<file path="src/hdl/ips_pkg.sv">
// Shared types and constants for the inverter protection supervisor.
// No dependencies; every other file in hdl/ imports this package.
`timescale 1ns / 1ps

package ips_pkg;

  localparam int unsigned CfgAddrW = 3;
  localparam int unsigned CfgDataW = 16;
  localparam int unsigned LimW     = 15;
  localparam int unsigned HoldW    = 16;
  localparam int unsigned OcHoldW  = 8;
  localparam int unsigned SampW    = 16;
  localparam int unsigned ModeW    = 2;

  // Configuration register indexes
  localparam logic [CfgAddrW-1:0] REG_AC_LIMIT   = 3'd0;
  localparam logic [CfgAddrW-1:0] REG_DC_LIMIT   = 3'd1;
  localparam logic [CfgAddrW-1:0] REG_OC_HOLD    = 3'd2;
  localparam logic [CfgAddrW-1:0] REG_VDC_MIN    = 3'd3;
  localparam logic [CfgAddrW-1:0] REG_VQ_TOL     = 3'd4;
  localparam logic [CfgAddrW-1:0] REG_FREQ_TOL   = 3'd5;
  localparam logic [CfgAddrW-1:0] REG_SYNC_HOLD  = 3'd6;
  localparam logic [CfgAddrW-1:0] REG_UNSYNC_HOLD = 3'd7;

  // Mode codes as seen on the result port
  localparam logic [ModeW-1:0] MODE_IDLE  = 2'd0;
  localparam logic [ModeW-1:0] MODE_POWER = 2'd1;
  localparam logic [ModeW-1:0] MODE_ERROR = 2'd2;

  typedef enum logic [2:0] {
    ST_IDLE  = 3'b001,
    ST_POWER = 3'b010,
    ST_ERROR = 3'b100
  } mode_state_e;

  typedef struct packed {
    logic [LimW-1:0]    ac_limit;
    logic [LimW-1:0]    dc_limit;
    logic [OcHoldW-1:0] oc_hold;
    logic [LimW-1:0]    vdc_min;
    logic [LimW-1:0]    vq_tol;
    logic [LimW-1:0]    freq_tol;
    logic [HoldW-1:0]   sync_hold;
    logic [HoldW-1:0]   unsync_hold;
  } cfg_t;

  typedef struct packed {
    logic locked;  // lock state after this tick
    logic lost;    // lock dropped on this tick
  } lock_stat_t;

  // Strict window test: -tol < v < tol
  function automatic logic in_window(logic signed [SampW-1:0] v, logic [LimW-1:0] tol);
    logic signed [SampW:0] vs;
    logic signed [SampW:0] ts;
    vs = {v[SampW-1], v};
    ts = signed'({2'b00, tol});
    return (vs < ts) && (vs > -ts);
  endfunction

  // Magnitude test: v > lim or v < -lim
  function automatic logic out_window(logic signed [SampW-1:0] v, logic [LimW-1:0] lim);
    logic signed [SampW:0] vs;
    logic signed [SampW:0] ls;
    vs = {v[SampW-1], v};
    ls = signed'({2'b00, lim});
    return (vs > ls) || (vs < -ls);
  endfunction

endpackage

</file>
<file path="src/hdl/ips_cfg.sv">
// Configuration register file of the supervisor.
// Depends on ips_pkg for register indexes and cfg_t.
`timescale 1ns / 1ps

module ips_cfg
  import ips_pkg::*;
(
  input  logic                clk_i,
  input  logic                rst_ni,
  input  logic                cfg_we_i,
  input  logic [CfgAddrW-1:0] cfg_addr_i,
  input  logic [CfgDataW-1:0] cfg_wdata_i,
  output cfg_t                cfg_o
);

  cfg_t cfg_q, cfg_d;

  always_comb begin
    cfg_d = cfg_q;
    if (cfg_we_i) begin
      unique case (cfg_addr_i)
        REG_AC_LIMIT:    cfg_d.ac_limit    = cfg_wdata_i[LimW-1:0];
        REG_DC_LIMIT:    cfg_d.dc_limit    = cfg_wdata_i[LimW-1:0];
        REG_OC_HOLD:     cfg_d.oc_hold     = cfg_wdata_i[OcHoldW-1:0];
        REG_VDC_MIN:     cfg_d.vdc_min     = cfg_wdata_i[LimW-1:0];
        REG_VQ_TOL:      cfg_d.vq_tol      = cfg_wdata_i[LimW-1:0];
        REG_FREQ_TOL:    cfg_d.freq_tol    = cfg_wdata_i[LimW-1:0];
        REG_SYNC_HOLD:   cfg_d.sync_hold   = cfg_wdata_i[HoldW-1:0];
        REG_UNSYNC_HOLD: cfg_d.unsync_hold = cfg_wdata_i[HoldW-1:0];
        default:         cfg_d = cfg_q;
      endcase
    end
  end

  always_ff @(posedge clk_i or negedge rst_ni) begin
    if (!rst_ni) begin
      cfg_q.ac_limit    <= LimW'(3000);
      cfg_q.dc_limit    <= LimW'(3000);
      cfg_q.oc_hold     <= OcHoldW'(3);
      cfg_q.vdc_min     <= LimW'(4300);
      cfg_q.vq_tol      <= LimW'(1075);
      cfg_q.freq_tol    <= LimW'(3142);
      cfg_q.sync_hold   <= HoldW'(100);
      cfg_q.unsync_hold <= HoldW'(10);
    end else begin
      cfg_q <= cfg_d;
    end
  end

  assign cfg_o = cfg_q;

endmodule

</file>
<file path="src/hdl/ips_lock.sv">
// PLL lock detector: a single hold counter shared by the sync and unsync holds.
// Depends on ips_pkg; state advances only on a tick strobe from the top level.
`timescale 1ns / 1ps

module ips_lock
  import ips_pkg::*;
(
  input  logic                    clk_i,
  input  logic                    rst_ni,
  input  logic                    tick_i,
  input  logic                    pll_enable_i,
  input  logic signed [SampW-1:0] grid_q_voltage_i,
  input  logic signed [SampW-1:0] freq_deviation_i,
  input  cfg_t                    cfg_i,
  output lock_stat_t              stat_o
);

  logic             locked_q, locked_d;
  logic [HoldW-1:0] count_q, count_d;
  logic [HoldW-1:0] count_inc;
  logic             good, counts, lost;

  always_comb begin
    good      = in_window(grid_q_voltage_i, cfg_i.vq_tol) &&
                in_window(freq_deviation_i, cfg_i.freq_tol);
    counts    = locked_q ? !good : good;
    count_inc = counts ? count_q + HoldW'(1) : '0;
    locked_d  = locked_q;
    count_d   = count_inc;
    lost      = 1'b0;
    if (!pll_enable_i) begin
      locked_d = 1'b0;
      count_d  = '0;
    end else if (!locked_q) begin
      if (count_inc >= cfg_i.sync_hold) begin
        locked_d = 1'b1;
        count_d  = '0;
      end
    end else if (count_inc >= cfg_i.unsync_hold) begin
      locked_d = 1'b0;
      lost     = 1'b1;
      count_d  = '0;
    end
  end

  always_ff @(posedge clk_i or negedge rst_ni) begin
    if (!rst_ni) begin
      locked_q <= 1'b0;
      count_q  <= '0;
    end else if (tick_i) begin
      locked_q <= locked_d;
      count_q  <= count_d;
    end
  end

  assign stat_o.locked = locked_d;
  assign stat_o.lost   = lost;

endmodule

</file>
<file path="src/hdl/ips_prot.sv">
// Overcurrent debouncer, DC undervoltage check, sticky flags and mode machine.
// Depends on ips_pkg; takes the lock-lost event from ips_lock.
`timescale 1ns / 1ps

module ips_prot
  import ips_pkg::*;
(
  input  logic                    clk_i,
  input  logic                    rst_ni,
  input  logic                    tick_i,
  input  logic signed [SampW-1:0] phase_a_current_i,
  input  logic signed [SampW-1:0] phase_b_current_i,
  input  logic signed [SampW-1:0] phase_c_current_i,
  input  logic signed [SampW-1:0] dc_current_i,
  input  logic signed [SampW-1:0] dc_voltage_filtered_i,
  input  logic                    request_power_i,
  input  logic                    clear_flags_i,
  input  logic                    lock_lost_i,
  input  cfg_t                    cfg_i,
  output logic [ModeW-1:0]        mode_o,
  output logic                    pwm_enable_o,
  output logic                    fault_free_o,
  output logic                    overcurrent_flag_o,
  output logic                    undervoltage_flag_o,
  output logic                    lock_lost_flag_o
);

  mode_state_e        state_q, state_d;
  logic [OcHoldW-1:0] oc_cnt_q, oc_cnt_d;
  logic               oc_flag_q, oc_flag_d;
  logic               uv_flag_q, uv_flag_d;
  logic               ll_flag_q, ll_flag_d;
  logic               over_tick, over, under, ok, err_clear;

  always_comb begin
    over_tick = out_window(phase_a_current_i, cfg_i.ac_limit) ||
                out_window(phase_b_current_i, cfg_i.ac_limit) ||
                out_window(phase_c_current_i, cfg_i.ac_limit) ||
                (signed'({dc_current_i[SampW-1], dc_current_i}) >
                 signed'({2'b00, cfg_i.dc_limit}));
    // count successive over ticks, hold at the limit
    if (!over_tick) begin
      oc_cnt_d = '0;
    end else if (oc_cnt_q < cfg_i.oc_hold) begin
      oc_cnt_d = oc_cnt_q + OcHoldW'(1);
    end else begin
      oc_cnt_d = oc_cnt_q;
    end
    over  = oc_cnt_d >= cfg_i.oc_hold;
    under = signed'({dc_voltage_filtered_i[SampW-1], dc_voltage_filtered_i}) <
            signed'({2'b00, cfg_i.vdc_min});
    ok    = !under && !over;

    err_clear = 1'b0;
    state_d   = state_q;
    unique case (state_q)
      ST_IDLE: begin
        if (request_power_i && ok) state_d = ST_POWER;
      end
      ST_POWER: begin
        if (!ok) state_d = ST_ERROR;
        else if (!request_power_i) state_d = ST_IDLE;
      end
      ST_ERROR: begin
        if (!request_power_i) begin
          state_d   = ST_IDLE;
          err_clear = 1'b1;
        end
      end
      default: state_d = ST_IDLE;
    endcase

    // clear at tick start, set by this tick's events, drop on leaving error
    oc_flag_d = ((oc_flag_q && !clear_flags_i) || over) && !err_clear;
    uv_flag_d = ((uv_flag_q && !clear_flags_i) || under) && !err_clear;
    ll_flag_d = ((ll_flag_q && !clear_flags_i) || lock_lost_i) && !err_clear;
  end

  always_ff @(posedge clk_i or negedge rst_ni) begin
    if (!rst_ni) begin
      state_q   <= ST_IDLE;
      oc_cnt_q  <= '0;
      oc_flag_q <= 1'b0;
      uv_flag_q <= 1'b0;
      ll_flag_q <= 1'b0;
    end else if (tick_i) begin
      state_q   <= state_d;
      oc_cnt_q  <= oc_cnt_d;
      oc_flag_q <= oc_flag_d;
      uv_flag_q <= uv_flag_d;
      ll_flag_q <= ll_flag_d;
    end
  end

  always_comb begin
    unique case (state_d)
      ST_POWER: mode_o = MODE_POWER;
      ST_ERROR: mode_o = MODE_ERROR;
      default:  mode_o = MODE_IDLE;
    endcase
  end

  assign pwm_enable_o        = (state_d == ST_POWER);
  assign fault_free_o        = ok;
  assign overcurrent_flag_o  = oc_flag_d;
  assign undervoltage_flag_o = uv_flag_d;
  assign lock_lost_flag_o    = ll_flag_d;

endmodule

</file>
<file path="src/hdl/inverter_protection_supervisor.sv">
// Top level of the inverter protection supervisor: input register, tick logic, result register.
// Depends on ips_pkg, ips_cfg, ips_lock and ips_prot.
//
//   channel | handshake             | payload
//   --------+-----------------------+------------------------------------------
//   in      | in_valid_i/in_stall_o | phase currents, dc current/voltage, vq, dw,
//           |                       | request_power, pll_enable, clear_flags
//   out     | out_valid_o/out_stall_i | mode, pwm_enable, fault_free, flags, pll_locked
//   cfg     | cfg_we_i              | cfg_addr_i, cfg_wdata_i
//
// One beat per cycle sustained while out_stall_i is low.
// Each tick's state update happens as the beat moves from the input register
// into the result register, through combinational compare and counter logic.
// Reset clears control state and loads the register defaults.
// A stalled result register holds the input register; the input stalls only
// when both registers are full and the output is stalled.
`timescale 1ns / 1ps

module inverter_protection_supervisor
  import ips_pkg::*;
(
  input  logic                    clk_i,
  input  logic                    rst_ni,
  input  logic                    cfg_we_i,
  input  logic [CfgAddrW-1:0]     cfg_addr_i,
  input  logic [CfgDataW-1:0]     cfg_wdata_i,
  input  logic                    in_valid_i,
  output logic                    in_stall_o,
  input  logic signed [SampW-1:0] phase_a_current_i,
  input  logic signed [SampW-1:0] phase_b_current_i,
  input  logic signed [SampW-1:0] phase_c_current_i,
  input  logic signed [SampW-1:0] dc_current_i,
  input  logic signed [SampW-1:0] dc_voltage_filtered_i,
  input  logic signed [SampW-1:0] grid_q_voltage_i,
  input  logic signed [SampW-1:0] freq_deviation_i,
  input  logic                    request_power_i,
  input  logic                    pll_enable_i,
  input  logic                    clear_flags_i,
  output logic                    out_valid_o,
  input  logic                    out_stall_i,
  output logic [ModeW-1:0]        mode_o,
  output logic                    pwm_enable_o,
  output logic                    fault_free_o,
  output logic                    overcurrent_flag_o,
  output logic                    undervoltage_flag_o,
  output logic                    lock_lost_flag_o,
  output logic                    pll_locked_o
);

  cfg_t       cfg;
  lock_stat_t lock_stat;

  logic in_valid_q, in_valid_d;
  logic out_valid_q, out_valid_d;
  logic accept, advance;

  logic signed [SampW-1:0] ia_q, ib_q, ic_q, idc_q, vdc_q, vq_q, dw_q;
  logic                    req_q, pll_en_q, clr_q;

  logic [ModeW-1:0] mode_d, mode_q;
  logic             pwm_d, ok_d, oc_d, uv_d, ll_d;
  logic             pwm_q, ok_q, oc_q, uv_q, ll_q, locked_q;

  assign advance    = in_valid_q && (!out_valid_q || !out_stall_i);
  assign in_stall_o = in_valid_q && !advance;
  assign accept     = in_valid_i && !in_stall_o;

  assign in_valid_d  = accept || (in_valid_q && !advance);
  assign out_valid_d = advance || (out_valid_q && out_stall_i);

  always_ff @(posedge clk_i or negedge rst_ni) begin
    if (!rst_ni) begin
      in_valid_q  <= 1'b0;
      out_valid_q <= 1'b0;
    end else begin
      in_valid_q  <= in_valid_d;
      out_valid_q <= out_valid_d;
    end
  end

  // capture input beat
  always_ff @(posedge clk_i) begin
    if (accept) begin
      ia_q     <= phase_a_current_i;
      ib_q     <= phase_b_current_i;
      ic_q     <= phase_c_current_i;
      idc_q    <= dc_current_i;
      vdc_q    <= dc_voltage_filtered_i;
      vq_q     <= grid_q_voltage_i;
      dw_q     <= freq_deviation_i;
      req_q    <= request_power_i;
      pll_en_q <= pll_enable_i;
      clr_q    <= clear_flags_i;
    end
  end

  ips_cfg u_cfg (
    .clk_i       (clk_i),
    .rst_ni      (rst_ni),
    .cfg_we_i    (cfg_we_i),
    .cfg_addr_i  (cfg_addr_i),
    .cfg_wdata_i (cfg_wdata_i),
    .cfg_o       (cfg)
  );

  ips_lock u_lock (
    .clk_i            (clk_i),
    .rst_ni           (rst_ni),
    .tick_i           (advance),
    .pll_enable_i     (pll_en_q),
    .grid_q_voltage_i (vq_q),
    .freq_deviation_i (dw_q),
    .cfg_i            (cfg),
    .stat_o           (lock_stat)
  );

  ips_prot u_prot (
    .clk_i                 (clk_i),
    .rst_ni                (rst_ni),
    .tick_i                (advance),
    .phase_a_current_i     (ia_q),
    .phase_b_current_i     (ib_q),
    .phase_c_current_i     (ic_q),
    .dc_current_i          (idc_q),
    .dc_voltage_filtered_i (vdc_q),
    .request_power_i       (req_q),
    .clear_flags_i         (clr_q),
    .lock_lost_i           (lock_stat.lost),
    .cfg_i                 (cfg),
    .mode_o                (mode_d),
    .pwm_enable_o          (pwm_d),
    .fault_free_o          (ok_d),
    .overcurrent_flag_o    (oc_d),
    .undervoltage_flag_o   (uv_d),
    .lock_lost_flag_o      (ll_d)
  );

  // result register
  always_ff @(posedge clk_i) begin
    if (advance) begin
      mode_q   <= mode_d;
      pwm_q    <= pwm_d;
      ok_q     <= ok_d;
      oc_q     <= oc_d;
      uv_q     <= uv_d;
      ll_q     <= ll_d;
      locked_q <= lock_stat.locked;
    end
  end

  assign out_valid_o         = out_valid_q;
  assign mode_o              = mode_q;
  assign pwm_enable_o        = pwm_q;
  assign fault_free_o        = ok_q;
  assign overcurrent_flag_o  = oc_q;
  assign undervoltage_flag_o = uv_q;
  assign lock_lost_flag_o    = ll_q;
  assign pll_locked_o        = locked_q;

endmodule

</file>
<file path="config.mk">
export PLATFORM = sky130hd
export DESIGN_NAME = inverter_protection_supervisor
export DESIGN_NICKNAME = d
export VERILOG_FILES = /design/src/hdl/ips_pkg.sv /design/src/hdl/ips_cfg.sv /design/src/hdl/ips_lock.sv /design/src/hdl/ips_prot.sv /design/src/hdl/inverter_protection_supervisor.sv
export SDC_FILE = /design/constraint.sdc
export NUM_CORES = 1
export LEC_CHECK = 0
export BUFFER_PORTS_ARGS = -buffer_cell sky130_fd_sc_hd__buf_2
export CAP_MARGIN = 15
export CORE_UTILIZATION = 45
export DETAILED_ROUTE_END_ITERATION = 10
export PLACE_DENSITY = 0.67
export SLEW_MARGIN = 20
export SYNTH_ARGS = -nofsm -noshare
export SYNTH_HDL_FRONTEND = slang
export SYNTH_SLANG_ARGS = --single-unit
</file>
<file path="constraint.sdc">
create_clock -name clk_i -period 6.6 [get_ports clk_i]
set_input_delay 0.99 -clock clk_i [delete_from_list [all_inputs] [get_ports clk_i]]
set_output_delay 0.99 -clock clk_i [all_outputs]
set_load 0.02 [all_outputs]
</file>
==> impl_metrics.csv <==
group,metric,value,unit
die,die_w,191.2,µm
placement,port_buffers,148,
worst_setup_path,critPathMaxStageDelay,0.60,ns
yosys,syn_inst,1482,
yosys,synth.distinct_cells,69,
yosys,ys_ff_latch,271,
yosys,synthXorXnorAreaFrac,0.03145,
sta,hold_viol_final,0,
detailed_routing,m1WireLength,17750,µm
yosys,seq_area_frac_synth,0.4620,
pwr,netSwitchingPower,1.678,mW
hold_path,hp-class,"reg2reg",
sta,fin_worst_skew,0.01372,ns
yosys,synth_common_cells,"ha_1, inv_1, edfxtp_1, dfrtp_1, nand2_1",
yosys,netlist_area,16110,µm²
pwr,p_int,3.754,mW
die,core_area,34880,µm²
yosys,syn_nets,1851,
global_route,grt_pass1_vias,11680,
clock_network,cts_hold_buf,0,
sta,post-route-period-util,0.9400,
final_layout,largest_register_ffs,115,
yosys,yosys.area.top_type,"edfxtp_1",
detailed_routing,wl,38500,µm
worst_setup_path,worst-path-buf-inv,2,
job,drv_cap,0,
clock_network,root_buffer,"clkbuf_16",
placement,place_area,17410,µm²
die,io_pins,149,
yosys,synthMuxAreaShare,0.04729,
pwr,clkPwrFrac,0.323,
clock_network,cts_buffers,30,
clock_network,cts_tree,"done",
global_route,antenna_found_initial,2,
worst_setup_path,worst-path-stages,28,
sta,report.final.slew_viol_count,0,
yosys,synth-compound-area-share,0.1212,
worst_setup_path,path_max_fanout,11,
detailed_routing,wl_per_cell,18.10,µm
yosys,synth_ff_type,"edfxtp_1",
worst_setup_path,worst_setup_path_end_kind,"flop",
global_route,overflow,0,
final_layout,finalInstanceArea,18510,µm²
worst_setup_path,worst_path_most_repeated_cell,"a21o_1",
pwr,power_density,293.5,nW/µm²
sta,setup_slack,0.3957,ns
detailed_routing,routed_via_density,5.508,
clock_network,clk_latency,0.57,ns
worst_setup_path,cp_data_required_time,7.11,ns
worst_setup_path,crit_family,"simple AND/OR/NAND/NOR gates",
yosys,synthArstFlopShare,0.5461,
die,dieArea,36570,µm²
yosys,yosysMostFrequentCell,"ha_1",
sta,fin_crit,6.204,ns
sta,fmax,0.1612,GHz
hold_path,hold_start,"u_prot.uv_flag_q$_DFFE_PN0P_",
pwr,vdd_drop_max,221.7,µV
yosys,yosysWarnings,0,
worst_setup_path,cp_slowest_cell,"a2111o_2",
detailed_routing,drtIter0Drc,693,
pwr,swShare,0.3090,
sta,setup_violations,0,
global_route,grt_pass1_wl,60310,µm
clock_network,clkSlewWorstSetupHoldPaths,0.06,ns
worst_setup_path,r2r-start,"u_cfg.cfg_o[49]$_DFFE_PN0P_",
die,die_height,191.2,µm
final_layout,area_growth,14.86,%
clock_network,clock_sinks,271,
global_route,grtUsageTotal,0.2116,
worst_setup_path,ff2ff_path_depth,28,
pwr,leakage,8.469,nW
status,outcome,"finished, final reports clean",
detailed_routing,highest_layer,"met4",
final_layout,nNetsFinal,2015,
die,fp-row-count,68,
detailed_routing,first_pass_iters,5,
placement,dp.final_hpwl,28880,µm
hold_path,whs_path_depth,2,
yosys,synthAdderAreaFrac,0.1811,
detailed_routing,route.detailed.drc,0,
global_route,grt_max_degree,105,
yosys,synth-simple-area-share,0.1180,
sta,slew_headroom,0.3361,
worst_setup_path,critPathKind,"reg2reg",
placement,preCtsSetupSlack,0.1867,ns
yosys,synth_top_family_by_area,"adder cells",
detailed_routing,drtAntennaViolNets,0,
final_layout,drive_above_1_share,0.1976,
yosys,synth_edf_count,123,
detailed_routing,wl_met3,1264,µm
worst_setup_path,cp.arrival,6.71,ns
worst_setup_path,startpoint_type,"flop",
pwr,p_seq_frac,0.409,
yosys,synth_area_leaders,"edfxtp_1, ha_1, dfrtp_1",
yosys,synth_top_area_frac,0.2292,
placement,place_congestion,0.9253,
yosys,synth.avg_cell_area,10.87,µm²
detailed_routing,wl_met2,18110,µm
worst_setup_path,worstSetupStartpoint,"u_cfg.cfg_o[49]$_DFFE_PN0P_",
detailed_routing,vias,11720,
sta,tightest_slew,0.9958,ns
pwr,pwr-share-comb,0.268,
die,initial_core_util,0.4619,
clock_network,cts_buffer_depth,3,
clock_network,cts.htree.levels,1,
[worst paths after layout]
path / to / slack, ns
worst min-delay path: u_prot.uv_flag_q$_DFFE_PN0P_ / 0.48
worst min register to register: u_prot.uv_flag_q$_DFFE_PN0P_ / 0.48
worst max-delay path: u_lock.count_q[7]$_DFFE_PN0P_ / 0.40
min in group asynchronous: u_cfg.cfg_o[45]$_DFFE_PN0P_ / 0.53
worst max register to register: u_lock.count_q[7]$_DFFE_PN0P_ / 0.40
max in group asynchronous: u_cfg.cfg_o[51]$_DFFE_PN1P_ / 4.92
[timing repair]
item,4_1_cts,5_1_grt
setup endpoints to repair,0,21
buffers inserted,0,1
resized for setup,0,7
hold endpoints to repair,0,0
[worst reg2reg max path, delay by kind of cell (launching register included)]
| kind | cells | cell delay (ns) |
|---|---|---|
| simple gates | 13 | 2.50 |
| compound gates | 9 | 2.10 |
| fa+ha+maj | 2 | 0.56 |
| flops | 1 | 0.40 |
| buf+inv | 2 | 0.33 |
| xor+xnor | 2 | 0.23 |
[layer usage]
| layer | GRT usage | vias to the layer above |
|---|---|---|
| li1 | - | 5729 |
| met1 | 0.2822 | 5662 |
| met2 | 0.3521 | 242 |
| met3 | 0.02662 | 83 |
| met4 | 0.07601 | 0 |
| met5 | 0 | - |
[area by class of cell]
cell class | count | area [µm²]
Sequential cell | 271 | 7443
Inverter | 137 | 514.2
Multi-Input combinational cell | 1046 | 8109
Fill cell | 3111 | 16380
Antenna cell | 2 | 5.005
Clock buffer | 44 | 844.6
Timing Repair Buffer | 160 | 837.1
Clock inverter | 12 | 183.9
Tap cell | 455 | 569.3
[power by group through the flow]
stage / clock, mW / sequential (mW) / combinational (mW)
floorplan: 0 / 2.20 / 1.03
detailed placement: 0 / 2.25 / 1.44
global placement: 0 / 2.24 / 1.38
global route: 1.86 / 2.25 / 1.67
CTS: 1.79 / 2.22 / 1.46
finish: 1.75 / 2.22 / 1.46
[logic make-up after synthesis]
family / after synthesis
AOI/OAI and AO/OA: 309
xor gates and xnor gates: 57
and+or+nand+nor: 377
buffers and inverters: 166
adders and majority gates: 234
DFF: 271
muxes: 68
[placed cells by master, fill, tap and decap left out, types with 13 or more instances in the layout]
master	Yosys	routed
ha_1	230	230
nor2b_1	14	14
a211oi_1	13	13
nor3_1	23	20
a21o_1	44	44
nand2b_1	22	22
clkbuf_16	0	31
edfxtp_1	123	123
xnor2_1	40	40
nand3_1	52	52
buf_2	1	147
nand4_1	26	26
dfrtp_1	111	111
xor2_1	16	16
dfstp_2	37	37
nand2_1	102	102
mux2_2	65	65
o21ai_0	97	97
a21oi_1	80	80
inv_1	137	137
nor2_1	67	67
[stage by stage]
step / hold WS, ns / power (mW) / util / TNS [ns] / cells
5_1_grt: 0.5091 / 5.772 / 0.5305 / -0.02823 / 2127
6_report: 0.4789 / 5.432 / 0.5305 / 0 / 2127
4_1_cts: 0.4839 / 5.466 / 0.5287 / 0 / 2123
3_3_place_gp: 0.4605 / 3.617 / 0.4992 / 0 / 2067
2_1_floorplan: 0.4457 / 3.231 / - / 0 / 1482
3_5_place_dp: 0.4696 / 3.688 / 0.4992 / 0 / 2067
(Power assumes the default switching activity.)
